===== config.mk =====
export PLATFORM = sky130hd
export DESIGN_NAME = modbus_rtu_master_register_access_unit_flat
export DESIGN_NICKNAME = d
export VERILOG_FILES = /design/src/hdl/mrtu_pkg.sv /design/src/hdl/mrtu_req_if.sv /design/src/hdl/mrtu_rsp_if.sv /design/src/hdl/mrtu_reply_chk.sv /design/src/hdl/modbus_rtu_master_register_access_unit.sv /design/src/flat_wrapper.sv
export SDC_FILE = /design/constraint.sdc
export NUM_CORES = 1
export LEC_CHECK = 0
export BUFFER_PORTS_ARGS = -buffer_cell sky130_fd_sc_hd__buf_2
export CORE_AREA = 2 2 123 125
export DETAILED_ROUTE_END_ITERATION = 8
export DIE_AREA = 0 0 125 127
export GPL_ROUTABILITY_DRIVEN = 0
export PLACE_DENSITY = 0.79
export SYNTH_ARGS = -nofsm -noshare
export SYNTH_HDL_FRONTEND = slang
export SYNTH_SLANG_ARGS = --single-unit

===== constraint.sdc =====
create_clock -name clock -period 3.63 [get_ports clock]
set_clock_uncertainty 0.15 [all_clocks]
set_input_delay 0.1815 -clock clock [delete_from_list [all_inputs] [get_ports clock]]
set_output_delay 0.1815 -clock clock [all_outputs]
set_load 0.02 [all_outputs]

===== src/hdl/mrtu_pkg.sv =====
// Shared types, constants and the CRC-16 byte step for the Modbus RTU
// register access unit. No dependencies.

package mrtu_pkg;

   localparam logic [15:0] CRC_INIT   = 16'hFFFF;
   localparam logic [15:0] CRC_POLY   = 16'hA001;
   localparam logic [7:0]  FUNC_READ  = 8'h03;
   localparam logic [7:0]  FUNC_WRITE = 8'h06;
   localparam logic [7:0]  BYTE_COUNT = 8'h02;
   localparam logic [7:0]  READ_QTY_HI = 8'h00;
   localparam logic [7:0]  READ_QTY_LO = 8'h01;

   // frame byte positions
   localparam logic [2:0] POS_ADDR   = 3'd0;
   localparam logic [2:0] POS_FUNC   = 3'd1;
   localparam logic [2:0] POS_REG_HI = 3'd2;
   localparam logic [2:0] POS_REG_LO = 3'd3;
   localparam logic [2:0] POS_VAL_HI = 3'd4;
   localparam logic [2:0] POS_VAL_LO = 3'd5;
   localparam logic [2:0] POS_CRC_LO = 3'd6;
   localparam logic [2:0] POS_CRC_HI = 3'd7;

   // read reply byte positions
   localparam logic [2:0] RPL_CRC_LO = 3'd5;
   localparam logic [2:0] RPL_LAST   = 3'd6;
   localparam int         REPLY_STORE = 6;

   localparam logic KIND_FRAME = 1'b0;
   localparam logic KIND_DONE  = 1'b1;

   typedef enum logic [1:0] {
      ACT_READ  = 2'd0,
      ACT_WRITE = 2'd1,
      ACT_RX    = 2'd2
   } action_type;

   typedef enum logic [1:0] {
      STATUS_OK        = 2'd0,
      STATUS_CRC_ERROR = 2'd1,
      STATUS_INVALID   = 2'd2
   } status_type;

   typedef logic [7:0][7:0] frame_type;

   typedef struct packed {
      logic       start;
      logic       start_write;
      logic       rx_strobe;
      logic [7:0] rx_byte;
   } reply_ctrl_type;

   typedef struct packed {
      logic        valid;
      status_type  status;
      logic [15:0] value;
   } reply_done_type;

   function automatic logic [15:0] crc_byte(input logic [15:0] crc, input logic [7:0] data);
      logic [15:0] c;
      c = crc ^ {8'h00, data};
      for (int k = 0; k < 8; k++) begin
         c = c[0] ? ((c >> 1) ^ CRC_POLY) : (c >> 1);
      end
      return c;
   endfunction

endpackage


===== src/hdl/mrtu_req_if.sv =====
// Request channel: valid/ready word with action and request or line byte fields.
// No dependencies.

interface mrtu_req_if;
   logic        valid;
   logic        ready;
   logic [1:0]  action;
   logic [7:0]  server_address;
   logic [15:0] register_address;
   logic [15:0] write_value;
   logic [7:0]  rx_byte;

   modport source (output valid, action, server_address, register_address, write_value,
                   rx_byte, input ready);
   modport sink   (input valid, action, server_address, register_address, write_value,
                   rx_byte, output ready);
endinterface


===== src/hdl/mrtu_rsp_if.sv =====
// Result channel: valid/ready word carrying a frame byte or a completion.
// No dependencies.

interface mrtu_rsp_if;
   logic        valid;
   logic        ready;
   logic        kind;
   logic [7:0]  tx_byte;
   logic        frame_last;
   logic [1:0]  status;
   logic [15:0] read_value;

   modport source (output valid, kind, tx_byte, frame_last, status, read_value, input ready);
   modport sink   (input valid, kind, tx_byte, frame_last, status, read_value, output ready);
endinterface


===== src/hdl/mrtu_reply_chk.sv =====
// Reply checker: collects line bytes of a pending reply and flags completion.
// Depends on mrtu_pkg.

module mrtu_reply_chk (
   input  logic                    clock,
   input  logic                    reset,
   input  mrtu_pkg::reply_ctrl_type ctrl,
   input  mrtu_pkg::frame_type      sent_frame,
   output mrtu_pkg::reply_done_type done
);

   typedef enum logic [1:0] {
      MODE_IDLE  = 2'd0,
      MODE_READ  = 2'd1,
      MODE_WRITE = 2'd2
   } mode_type;

   mode_type    mode_ff, mode_in;
   logic [2:0]  count_ff, count_in;
   logic [15:0] crc_ff, crc_in;
   logic        mismatch_ff, mismatch_in;
   logic [mrtu_pkg::REPLY_STORE-1:0][7:0] bytes_ff, bytes_in;

   logic [15:0] got_crc;

   assign got_crc = {ctrl.rx_byte, bytes_ff[mrtu_pkg::RPL_CRC_LO]};

   always_comb begin
      mode_in     = mode_ff;
      count_in    = count_ff;
      crc_in      = crc_ff;
      mismatch_in = mismatch_ff;
      bytes_in    = bytes_ff;
      done        = '0;
      done.status = mrtu_pkg::STATUS_OK;
      if (ctrl.start) begin
         mode_in     = ctrl.start_write ? MODE_WRITE : MODE_READ;
         count_in    = '0;
         crc_in      = mrtu_pkg::CRC_INIT;
         mismatch_in = 1'b0;
      end else if (ctrl.rx_strobe) begin
         case (mode_ff)
            MODE_READ: begin
               if (count_ff < 3'(mrtu_pkg::REPLY_STORE)) begin
                  bytes_in[count_ff] = ctrl.rx_byte;
               end
               if (count_ff < mrtu_pkg::RPL_CRC_LO) begin
                  crc_in = mrtu_pkg::crc_byte(crc_ff, ctrl.rx_byte);
               end
               count_in = count_ff + 3'd1;
               if (count_ff == mrtu_pkg::RPL_LAST) begin
                  done.valid = 1'b1;
                  // CRC is checked before the header fields
                  if (got_crc != crc_ff) begin
                     done.status = mrtu_pkg::STATUS_CRC_ERROR;
                  end else if (bytes_ff[0] != sent_frame[mrtu_pkg::POS_ADDR] ||
                               bytes_ff[1] != sent_frame[mrtu_pkg::POS_FUNC] ||
                               bytes_ff[2] != mrtu_pkg::BYTE_COUNT) begin
                     done.status = mrtu_pkg::STATUS_INVALID;
                  end else begin
                     done.value = {bytes_ff[3], bytes_ff[4]};
                  end
                  mode_in  = MODE_IDLE;
                  count_in = '0;
                  crc_in   = mrtu_pkg::CRC_INIT;
               end
            end
            MODE_WRITE: begin
               mismatch_in = mismatch_ff | (ctrl.rx_byte != sent_frame[count_ff]);
               count_in    = count_ff + 3'd1;
               if (count_ff == mrtu_pkg::POS_CRC_HI) begin
                  done.valid  = 1'b1;
                  done.status = mismatch_in ? mrtu_pkg::STATUS_INVALID : mrtu_pkg::STATUS_OK;
                  mode_in     = MODE_IDLE;
                  count_in    = '0;
                  mismatch_in = 1'b0;
               end
            end
            default: begin
               // idle: line bytes are dropped
            end
         endcase
      end
   end

   always_ff @(posedge clock) begin
      if (reset) begin
         mode_ff     <= MODE_IDLE;
         count_ff    <= '0;
         crc_ff      <= mrtu_pkg::CRC_INIT;
         mismatch_ff <= 1'b0;
      end else begin
         mode_ff     <= mode_in;
         count_ff    <= count_in;
         crc_ff      <= crc_in;
         mismatch_ff <= mismatch_in;
      end
      bytes_ff <= bytes_in;
   end

   a_done_to_idle: assert property (@(posedge clock) disable iff (reset)
      done.valid |=> mode_ff == MODE_IDLE && count_ff == 3'd0)
      else $error("reply checker did not return to idle after completion");

   a_read_count_bound: assert property (@(posedge clock) disable iff (reset)
      mode_ff == MODE_READ |-> count_ff <= mrtu_pkg::RPL_LAST)
      else $error("read reply count past last byte");

   a_idle_no_done: assert property (@(posedge clock) disable iff (reset)
      mode_ff == MODE_IDLE && !ctrl.start |-> !done.valid)
      else $error("completion while no reply pending");

endmodule


===== src/hdl/modbus_rtu_master_register_access_unit.sv =====
// Top level of the Modbus RTU single-register master: frame sequencer and result register.
// Depends on mrtu_pkg, mrtu_req_if, mrtu_rsp_if and mrtu_reply_chk.
//
// Usage:
//  req_ch takes one word per handshake: a read request, a write request, or one
//  received line byte. A request answers with eight frame bytes on rsp_ch
//  (kind 0), CRC low byte first, frame_last on the eighth. The first byte is
//  registered in the accept cycle and one byte follows per cycle while rsp_ch
//  is not stalled; req_ch.ready is low while a frame is going out.
//  A line byte is taken on its handshake; the byte that ends a reply registers
//  one completion word (kind 1) with status and read_value.
//  A new request drops any pending reply. Line bytes while idle give nothing.
//  rsp_ch has one output register: the next word is taken as soon as the held
//  result is being taken; a stalled receiver freezes the frame sequencer and
//  holds req_ch.ready low.
//  Reset (synchronous) empties the result register, stops the sequencer and
//  returns the reply checker to idle.

module modbus_rtu_master_register_access_unit (
   input  logic      clock,
   input  logic      reset,
   mrtu_req_if.sink   req_ch,
   mrtu_rsp_if.source rsp_ch
);

   mrtu_pkg::frame_type      sent_frame_ff, sent_frame_in;
   logic                     tx_busy_ff, tx_busy_in;
   logic [2:0]               tx_idx_ff, tx_idx_in;
   logic [15:0]              tx_crc_ff, tx_crc_in;

   logic                     rsp_valid_ff, rsp_valid_in;
   logic                     rsp_kind_ff, rsp_kind_in;
   logic [7:0]               rsp_byte_ff, rsp_byte_in;
   logic                     rsp_last_ff, rsp_last_in;
   mrtu_pkg::status_type     rsp_status_ff, rsp_status_in;
   logic [15:0]              rsp_value_ff, rsp_value_in;

   logic                     out_free;
   logic                     accept;
   logic                     is_req;
   logic                     is_write;
   logic [7:0]               tx_pick;
   mrtu_pkg::reply_ctrl_type ctrl;
   mrtu_pkg::reply_done_type done;

   assign out_free     = !rsp_valid_ff || rsp_ch.ready;
   assign req_ch.ready = out_free && !tx_busy_ff;
   assign accept       = req_ch.valid && req_ch.ready;
   assign is_write     = req_ch.action == mrtu_pkg::ACT_WRITE;
   assign is_req       = accept && (req_ch.action == mrtu_pkg::ACT_READ || is_write);
   assign tx_pick      = sent_frame_ff[tx_idx_ff];

   assign ctrl.start       = is_req;
   assign ctrl.start_write = is_write;
   assign ctrl.rx_strobe   = accept && req_ch.action == mrtu_pkg::ACT_RX;
   assign ctrl.rx_byte     = req_ch.rx_byte;

   mrtu_reply_chk u_reply_chk (
      .clock      (clock),
      .reset      (reset),
      .ctrl       (ctrl),
      .sent_frame (sent_frame_ff),
      .done       (done)
   );

   always_comb begin
      sent_frame_in = sent_frame_ff;
      tx_busy_in    = tx_busy_ff;
      tx_idx_in     = tx_idx_ff;
      tx_crc_in     = tx_crc_ff;
      rsp_valid_in  = rsp_valid_ff;
      rsp_kind_in   = rsp_kind_ff;
      rsp_byte_in   = rsp_byte_ff;
      rsp_last_in   = rsp_last_ff;
      rsp_status_in = rsp_status_ff;
      rsp_value_in  = rsp_value_ff;
      if (out_free) begin
         rsp_valid_in  = 1'b0;
         rsp_kind_in   = mrtu_pkg::KIND_FRAME;
         rsp_byte_in   = '0;
         rsp_last_in   = 1'b0;
         rsp_status_in = mrtu_pkg::STATUS_OK;
         rsp_value_in  = '0;
         if (is_req) begin
            sent_frame_in[mrtu_pkg::POS_ADDR]   = req_ch.server_address;
            sent_frame_in[mrtu_pkg::POS_FUNC]   = is_write ? mrtu_pkg::FUNC_WRITE
                                                           : mrtu_pkg::FUNC_READ;
            sent_frame_in[mrtu_pkg::POS_REG_HI] = req_ch.register_address[15:8];
            sent_frame_in[mrtu_pkg::POS_REG_LO] = req_ch.register_address[7:0];
            sent_frame_in[mrtu_pkg::POS_VAL_HI] = is_write ? req_ch.write_value[15:8]
                                                           : mrtu_pkg::READ_QTY_HI;
            sent_frame_in[mrtu_pkg::POS_VAL_LO] = is_write ? req_ch.write_value[7:0]
                                                           : mrtu_pkg::READ_QTY_LO;
            // address byte goes out right away, CRC covers every byte up to the one in the output register
            rsp_valid_in = 1'b1;
            rsp_byte_in  = req_ch.server_address;
            tx_busy_in   = 1'b1;
            tx_idx_in    = mrtu_pkg::POS_FUNC;
            tx_crc_in    = mrtu_pkg::crc_byte(mrtu_pkg::CRC_INIT, req_ch.server_address);
         end else if (tx_busy_ff) begin
            rsp_valid_in = 1'b1;
            tx_idx_in    = tx_idx_ff + 3'd1;
            case (tx_idx_ff)
               mrtu_pkg::POS_CRC_LO: begin
                  rsp_byte_in                         = tx_crc_ff[7:0];
                  sent_frame_in[mrtu_pkg::POS_CRC_LO] = tx_crc_ff[7:0];
               end
               mrtu_pkg::POS_CRC_HI: begin
                  rsp_byte_in                         = tx_crc_ff[15:8];
                  sent_frame_in[mrtu_pkg::POS_CRC_HI] = tx_crc_ff[15:8];
                  rsp_last_in                         = 1'b1;
                  tx_busy_in                          = 1'b0;
               end
               default: begin
                  rsp_byte_in = tx_pick;
                  tx_crc_in   = mrtu_pkg::crc_byte(tx_crc_ff, tx_pick);
               end
            endcase
         end else if (done.valid) begin
            rsp_valid_in  = 1'b1;
            rsp_kind_in   = mrtu_pkg::KIND_DONE;
            rsp_status_in = done.status;
            rsp_value_in  = done.value;
         end
      end
   end

   always_ff @(posedge clock) begin
      if (reset) begin
         tx_busy_ff   <= 1'b0;
         tx_idx_ff    <= '0;
         rsp_valid_ff <= 1'b0;
      end else begin
         tx_busy_ff   <= tx_busy_in;
         tx_idx_ff    <= tx_idx_in;
         rsp_valid_ff <= rsp_valid_in;
      end
      sent_frame_ff <= sent_frame_in;
      tx_crc_ff     <= tx_crc_in;
      rsp_kind_ff   <= rsp_kind_in;
      rsp_byte_ff   <= rsp_byte_in;
      rsp_last_ff   <= rsp_last_in;
      rsp_status_ff <= rsp_status_in;
      rsp_value_ff  <= rsp_value_in;
   end

   assign rsp_ch.valid      = rsp_valid_ff;
   assign rsp_ch.kind       = rsp_kind_ff;
   assign rsp_ch.tx_byte    = rsp_byte_ff;
   assign rsp_ch.frame_last = rsp_last_ff;
   assign rsp_ch.status     = rsp_status_ff;
   assign rsp_ch.read_value = rsp_value_ff;

   a_first_byte: assert property (@(posedge clock) disable iff (reset)
      is_req |=> rsp_valid_ff && rsp_kind_ff == mrtu_pkg::KIND_FRAME &&
                 rsp_byte_ff == $past(req_ch.server_address) && tx_busy_ff)
      else $error("request did not start its frame with the address word");

   a_seq_stall: assert property (@(posedge clock) disable iff (reset)
      tx_busy_ff && !out_free |=> $stable(tx_idx_ff) && $stable(tx_crc_ff))
      else $error("frame sequencer advanced while result register was held");

   a_last_ends_frame: assert property (@(posedge clock) disable iff (reset)
      rsp_valid_ff && rsp_last_ff && $past(out_free) |-> !tx_busy_ff &&
                                                         rsp_kind_ff == mrtu_pkg::KIND_FRAME)
      else $error("frame_last word while sequencer still busy");

   a_value_only_ok: assert property (@(posedge clock) disable iff (reset)
      rsp_valid_ff && rsp_value_ff != 16'h0000 |->
         rsp_kind_ff == mrtu_pkg::KIND_DONE && rsp_status_ff == mrtu_pkg::STATUS_OK)
      else $error("read value on a word that is not a good completion");

endmodule

===== src/flat_wrapper.sv =====
// flat-port wrapper written by rule: the top's interface ports become plain ports
module modbus_rtu_master_register_access_unit_flat 
  (clock, reset, req_ch_valid, req_ch_action, req_ch_server_address, req_ch_register_address, req_ch_write_value, req_ch_rx_byte, req_ch_ready, rsp_ch_valid, rsp_ch_kind, rsp_ch_tx_byte, rsp_ch_frame_last, rsp_ch_status, rsp_ch_read_value, rsp_ch_ready);
  mrtu_req_if req_ch_i ();
  mrtu_rsp_if rsp_ch_i ();
  input  logic clock;
  input  logic reset;
  input wire logic [$bits(req_ch_i.valid)-1:0] req_ch_valid;
  input wire logic [$bits(req_ch_i.action)-1:0] req_ch_action;
  input wire logic [$bits(req_ch_i.server_address)-1:0] req_ch_server_address;
  input wire logic [$bits(req_ch_i.register_address)-1:0] req_ch_register_address;
  input wire logic [$bits(req_ch_i.write_value)-1:0] req_ch_write_value;
  input wire logic [$bits(req_ch_i.rx_byte)-1:0] req_ch_rx_byte;
  output wire logic [$bits(req_ch_i.ready)-1:0] req_ch_ready;
  output wire logic [$bits(rsp_ch_i.valid)-1:0] rsp_ch_valid;
  output wire logic [$bits(rsp_ch_i.kind)-1:0] rsp_ch_kind;
  output wire logic [$bits(rsp_ch_i.tx_byte)-1:0] rsp_ch_tx_byte;
  output wire logic [$bits(rsp_ch_i.frame_last)-1:0] rsp_ch_frame_last;
  output wire logic [$bits(rsp_ch_i.status)-1:0] rsp_ch_status;
  output wire logic [$bits(rsp_ch_i.read_value)-1:0] rsp_ch_read_value;
  input wire logic [$bits(rsp_ch_i.ready)-1:0] rsp_ch_ready;
  assign req_ch_i.valid = req_ch_valid;
  assign req_ch_i.action = req_ch_action;
  assign req_ch_i.server_address = req_ch_server_address;
  assign req_ch_i.register_address = req_ch_register_address;
  assign req_ch_i.write_value = req_ch_write_value;
  assign req_ch_i.rx_byte = req_ch_rx_byte;
  assign req_ch_ready = req_ch_i.ready;
  assign rsp_ch_valid = rsp_ch_i.valid;
  assign rsp_ch_kind = rsp_ch_i.kind;
  assign rsp_ch_tx_byte = rsp_ch_i.tx_byte;
  assign rsp_ch_frame_last = rsp_ch_i.frame_last;
  assign rsp_ch_status = rsp_ch_i.status;
  assign rsp_ch_read_value = rsp_ch_i.read_value;
  assign rsp_ch_i.ready = rsp_ch_ready;
  modbus_rtu_master_register_access_unit u_core (.clock(clock), .reset(reset), .req_ch(req_ch_i), .rsp_ch(rsp_ch_i));
endmodule

==> results.md, run 1 <==
* Synth area leader: edfxtp_1
* Drt first-iter violations at 541
* Htree depth at 4
* Power share of the combinational group at between 15 and 20%
* Fillers at between 900 and 1000
* Part of the power in registers at roughly 48%
* P_sw at roughly 0.0012 W
* Clk Latency, worst-skew pair at about 0.43 ns
* Clk buf depth at 2
* Fmax at between 300 and 400 MHz
* Ys async rst share at 0%
* Clk slew on worst S/H paths at ~0.060 ns
* Number of core rows at 44
* Multi-input gate area at approximately 3200 um^2
* # diodes at 0
* First-pass GRT wire length at between 30000 and 40000 um
* Slew Viols, Final at 0
* Core region area at 14400 um^2
* Sink Count at around 180
* Yosys reg bits at 177
* Post-Syn Area per Cell at ~13 um^2
* Layout area overhead at 20.2%
* Chip width at around 130 um
* Die area at 15900 um^2
* Critical Path Fanout Max at 14
* Yosys Warn Count at 0
* HP Class: input port to flip-flop
* Slew @ Worst Pin at about 1 ns
* Top_reg_cell synth: edfxtp_1
* Switching portion of total power at between 20% and 30%
* Syn Nets at 706
* Share of the synthesized area in the top cell type at a little over half
* Register area at 5040 um^2
* Met3 usage at approximately 4.3%
* Kind of critical path: flip-flop to flip-flop
* VDD IR max at around 0.32 mV
* DR vias/cell at ~5.9
* Nets@finish at ~840
* ANT nets after route at 0
* Final Hold Fails at 0
* Leakage at around 3.7 nW
* Final Cycle Share at between 80 and 90%
* CP Capture Type: flip-flop
* Global Route met1 Usage at 30.7%
* First-pass detailed-route iteration total at 7
* Sequential area share after synthesis at between 50% and 60%
* Gr ovfl total at 0
* Final Hold Slack at 0.0507 ns
* Synthesized instance count at around 640
* DR vias at about 5700
* Worst slew margin at between 30% and 40%
* I/O Buffers at 83
* Initial core utilization at roughly three fifths
* Arrival @ worst endpoint at approximately 3.4 ns
* Vias in the first global route at a little under 6000
* GR Util All Layers at between 20% and 30%
* M2 GR Usage at around 45%
* Busiest grt layer: met2
* CP Launch Type: flip-flop
* DRC at 0
* RSZ-0062 raised after global routing: false
* Synth top area cells: edfxtp_1 (53%), dfxtp_1 (6.4%), xnor2_1 (5.9%)
* Power Density at 504 nW/um^2
* Die Span Y at about 130 um
* Max Cap Viol at 0
* Clk root buf: clkbuf_16
* Routed wire length at 19400 um
* TNS Setup at 0 ns
* Count of cell types in the netlist at 55
* Clock share of power at approximately 36%
* Status: finished clean
* Fin crit period at between 3 and 4 ns
* Initial antenna violation count at 0
* Routed len/inst at between 15 and 20 um
* CTS tree: built
* Mapped Area at roughly 8500 um^2
* Int Pwr at 0.00387 W
* Fraction of layout cells with a size suffix above 1 at between 10% and 20%
* WP data required at 3.76 ns
* Post-DP HPWL at 13400 um
* Num ports at 84
* Largest net degree at the start of global routing at 37
* Post-synth EDFFs at 150
* Finish-stage setup viols at 0
* Num CTS Buffers at 17
==> cell families after synthesis <==
kind of cell             Yosys count  share of synthesized area (%)
XOR/XNOR                          88                           10.6
multiplexers                      54                           7.84
buffers and inverters             44                           2.43
adder cells (fa/ha/maj)            8                           1.18
AO/OA/AOI/OAI                    104                           7.93
AND/OR/NAND/NOR                  169                           10.4
flip-flops                       177                           59.6
==> state kept, by name, summed over array words and instances (netlist names), 2 cells and up <==
name	flops
u_core.rsp_ch.tx_byte	8
u_core.u_reply_chk.bytes_ff	48
u_core.tx_idx_ff	3
u_core.tx_crc_ff	16
u_core.u_reply_chk.mode_ff	2
u_core.u_reply_chk.count_ff	3
u_core.rsp_ch.status	2
u_core.sent_frame_ff	58
u_core.u_reply_chk.crc_ff	16
u_core.rsp_ch.read_value	16
==> placed cells by master, fill, tap and decap left out, drive strengths merged, types with 11 or more instances in the layout <==
master / count
nand3: 14
xnor2: 60
xor2: 22
mux2i: 37
nor2: 22
o21ai: 23
clkbuf: 22
a21oi: 24
nand2: 43
o22ai: 13
buf: 99
nand2b: 11
and2: 34
edfxtp: 150
dfxtp: 27
dlygate4sd3: 52
==> worst max-delay path: stages (launching register included) <==
cell and delay [ns]:
dfxtp_1 0.68, buf_4 0.30, and2b_1 0.25, a22oi_1 0.15, o21ai_1 0.13, xor2_1 0.32, xor3_2 0.57, xnor3_1 0.37
a21oi_1 0.15
==> stage by stage <==
step | cell area (um^2) | power, W | cells | setup slack, ns | util (%)
2_1_floorplan | 8460 | 0.00305 | 644 | 0.495 | -
3_3_place_gp | 9070 | 0.00324 | 892 | 0.598 | 62.9
3_5_place_dp | 9070 | 0.00328 | 892 | 0.409 | 62.9
4_1_cts | 10200 | 0.00512 | 975 | 0.318 | 70.5
5_1_grt | 10200 | 0.00529 | 975 | 0.247 | 70.5
6_report | 10200 | 0.00512 | 975 | 0.409 | 70.5
==> layout make-up <==
| class | count | share of cell area (%) |
|---|---|---|
| multi-input cells | 423 | 31.6 |
| clock buffers | 22 | 4.37 |
| inverters | 9 | 0.332 |
| repair buffers | 151 | 10.5 |
| flip-flops and latches | 177 | 49.6 |
| well taps | 184 | 2.26 |
| clock inverters | 9 | 1.32 |
==> power by group through the flow <==
stage | clock network (W) | registers (W) | logic [W]
floorplan | 0 | 0.00249 | 0.000569
global placement | 0 | 0.00248 | 0.000757
detailed placement | 0 | 0.00249 | 0.000791
CTS | 0.00183 | 0.00245 | 0.000843
global route | 0.00192 | 0.00246 | 0.000910
finish | 0.00183 | 0.00245 | 0.000846
==> final timing paths <==
path	from	end	slack, ns	depth (start not counted)
min reg2reg	u_core.tx_crc_ff[9]	u_core.sent_frame_ff[57]	0.33	0
max	u_core.tx_idx_ff[0]	u_core.tx_crc_ff[0]	0.41	8
max reg2reg	u_core.tx_idx_ff[0]	u_core.tx_crc_ff[0]	0.41	8
min	rsp_ch_ready	u_core.rsp_ch.valid	0.05	4
==> layer usage <==
layer	wire (um)	vias up
li1	-	2651
met1	7630	2764
met2	9940	267
met3	1160	52
met4	629	0
met5	0	-
==> repair_timing <==
item,CTS,global route
hold buffers,52,0
setup buffers,0,0
setup endpoints to repair,0,1
gates resized for setup,0,1
endpoints found under the hold margin,102,0
==> synth_stat cells, types with 4 or more instances <==
master    count
mux2_2        6
nor4_1        6
o21ai_1      13
buf_1         4
xnor2_1      57
a21oi_1      24
a221oi_1      6
nand2b_1     11
and2_1       34
o22ai_1      13
nand2_1      43
buf_6         4
o21ai_0      10
mux4_2        9
a22oi_1      10
clkbuf_1     23
and3_1        5
xor2_1       22
inv_1         8
nand3_1      14
a211oi_1      4
dfxtp_1      27
nor2_1       22
mux2i_1      37
ha_1          8
a22o_1        8
edfxtp_1    150
nand4_1       7
nor3_1        7
nor2b_1       9
(Power assumes the default switching activity.)
==> run 2: changes to the inputs <==
--- a/config.mk
+++ b/config.mk
@@ -10,6 +10,7 @@
 export DETAILED_ROUTE_END_ITERATION = 8
 export DIE_AREA = 0 0 125 127
 export GPL_ROUTABILITY_DRIVEN = 0
+export HOLD_SLACK_MARGIN = 0.06
 export PLACE_DENSITY = 0.79
 export SYNTH_ARGS = -nofsm -noshare
 export SYNTH_HDL_FRONTEND = slang
==> results.md, run 2 (synthesis results as in run 1) <==
* Fin crit period at 3.24 ns (+0.0147 ns)
* Nets@finish at 842 (+0.12%)
* Register area at 5040 um^2 (unchanged)
* Initial antenna violation count at 0 (unchanged)
* Number of core rows at 44 (unchanged)
* Power Density at 503 nW/um^2 (about the same)
* DR top layer: met4
* P_sw at 0.00125 W (+0.16%)
* Clk slew on worst S/H paths at 0.06 ns (about the same)
* WL met2 at 10000 um (+0.56%)
* CP Launch Type: flip-flop
* Largest net degree at the start of global routing at 37 (unchanged)
* Multi-input gate area at 3210 um^2 (unchanged)
* Met3 WL at 1280 um (+9.7%)
* CP cell instances: buf_4 -> and2b_1 -> a22oi_1 -> o21ai_1 -> xor2_1 -> xor3_2 -> xnor3_1 -> a21oi_1
* Largest Register: u_core.sent_frame_ff
* Inst Count DP at 892 (unchanged)
* CTS tree: built
* Drt first-iter violations at 529 (-2.2%)
* Num ports at 84 (unchanged)
* Fraction of layout cells with a size suffix above 1 at 18.7% (-0.024 points)
* Die area at 15900 um^2 (unchanged)
* Most frequent cells in the layout: edfxtp_1 (150), buf_2 (83), xnor2_1 (57)
* Clk buf depth at 2 (unchanged)
* CP Capture Type: flip-flop
* Max reg flops at 58 (unchanged)
* Core region area at 14400 um^2 (unchanged)
* Critical R2R Launch: u_core.tx_idx_ff[0]
* Fmax at 309 MHz (-0.46%)
* DR vias at 5754 (+0.35%)
* DP Worst Slack at 0.409 ns (unchanged)
* Routed len/inst at 20.0 um (+0.47%)
* Top Registers: u_core.sent_frame_ff x58, u_core.u_reply_chk.bytes_ff x48
* Gr ovfl total at 0 (unchanged)
* ANT nets after route at 0 (unchanged)
* Htree depth at 4 (unchanged)
* Chip width at 125 um (unchanged)
* Fillers at 961 (-0.10%)
* Worst slew margin at 33.0% (+1.0 points)
* Finish-stage setup viols at 0 (unchanged)
* Routed wire length at 19500 um (+0.57%)
* CP startpoint: u_core.tx_idx_ff[0]
* VDD IR max at 0.324 mV (+0.78%)
* Clk Latency, worst-skew pair at 0.43 ns (about the same)
* First-pass detailed-route iteration total at 5 (-2)
* Max Cap Viol at 0 (unchanged)
* Critical Path Fanout Max at 14 (unchanged)
* Part of the power in registers at 47.8% (about the same)
* Vias in the first global route at 5950 (+0.12%)
* DRC at 0 (unchanged)
* Slowest stage delay, CP at 0.68 ns (about the same)
* TNS Setup at 0 ns (unchanged)
* Initial core utilization at 58.6% (unchanged)
* Leakage at 3.68 nW (+0.11%)
* I/O Buffers at 83 (unchanged)
* Slew Viols, Final at 0 (unchanged)
* DR vias/cell at 5.90 (+0.25%)
* Arrival @ worst endpoint at 3.37 ns (+0.02 ns)
* Int Pwr at 0.00387 W (about the same)
* WP buf/inv at 1 (unchanged)
* # diodes at 0 (unchanged)
* Fin cells at 976 (+0.10%)
* Worst path top cell family by delay: XOR/XNOR gates
* WP data required at 3.77 ns (about the same)
* HP Class: input port to flip-flop
* First-pass GRT wire length at 30700 um (+0.29%)
* Clk root buf: clkbuf_16
* Slew @ Worst Pin at 1.00 ns (-0.0150 ns)
* Final WS setup at 0.394 ns (-0.0147 ns)
* HP Start: req_ch_action[1]
* Post-DP HPWL at 13400 um (unchanged)
* Worst path slowest cell: dfxtp_1
* RSZ-0062 raised after global routing: false
* Layout area overhead at 20.3% (about the same)
* Power share of the combinational group at 16.5% (about the same)
* Final Hold Fails at 0 (unchanged)
* Post-CTS Setup Bufs at 0 (unchanged)
* Final Cycle Share at 89.1% (+0.41 points)
* Leading cell type in the layout, fill and taps excluded: edfxtp_1
* Switching portion of total power at 24.4% (+0.028 points)
* Clock share of power at 35.7% (about the same)
* Sink Count at 177 (unchanged)
* Die Span Y at 127 um (unchanged)
* Status: finished clean
* Num CTS Buffers at 17 (unchanged)
* M1 WL at 7630 um (about the same)
* GR Util All Layers at 25.2% (+0.12 points)
* Kind of critical path: flip-flop to flip-flop
==> run 2: changes by cell type in the layout (fill, tap and decap cells not counted), sizes merged <==
cell         change
dlygate4sd3      +1
==> run 2: per-stage QoR <==
stage / util (%) / total power [W] / cell area (um^2) / hold WS (ns)
floorplan: - / 0.00305 / 8460 / 0.130
global placement: 62.9 / 0.00324 / 9070 / 0.208
detailed placement: 62.9 / 0.00328 / 9070 / 0.210
CTS: 70.5 / 0.00512 / 10200 / 0.103
global route: 70.6 / 0.00529 / 10200 / 0.156
finish: 70.6 / 0.00512 / 10200 / 0.143
==> run 2: final cells by class <==
class | instances | area share [%]
Clock buffer | 22 | 4.36
Multi-Input combinational cell | 423 | 31.6
Tap cell | 184 | 2.26
Clock inverter | 9 | 1.32
Sequential cell | 177 | 49.6
Inverter | 9 | 0.332
Timing Repair Buffer | 152 | 10.6
==> run 2: power groups by stage <==
stage	clock network, W	registers [W]	logic (W)
4_1_cts	0.00183	0.00245	0.000844
3_3_place_gp	0	0.00248	0.000757
6_report	0.00183	0.00245	0.000848
3_5_place_dp	0	0.00249	0.000791
5_1_grt	0.00192	0.00246	0.000911
2_1_floorplan	0	0.00249	0.000569
==> run 2: path summary, 6_finish.rpt <==
kind / end / slack (ns) / cells after the start
max: u_core.tx_crc_ff[0] / 0.39 / 8
min: u_core.sent_frame_ff[8] / 0.14 / 4
max reg2reg: u_core.tx_crc_ff[0] / 0.39 / 8
min reg2reg: u_core.sent_frame_ff[57] / 0.33 / 0
==> run 2: worst register-to-register path: stages (launching register included) <==
cell     delay (ns)
dfxtp_1        0.68
buf_4          0.30
and2b_1        0.26
a22oi_1        0.15
o21ai_1        0.14
xor2_1         0.33
xor3_2         0.57
xnor3_1        0.37
a21oi_1        0.15
==> run 2: per-layer routing <==
metal  global-route usage (%)  vias up
met5                        0        -
met4                     10.9        0
met3                     4.27       46
met2                     44.7      289
met1                     30.8     2766
li1                         -     2653
==> run 2: timing repair <==
| item | in CTS | in global routing |
|---|---|---|
| endpoints found under the setup margin | 0 | 2 |
| gates resized for setup | 0 | 1 |
| endpoints found under the hold margin | 105 | 0 |
| hold buffers | 53 | 0 |
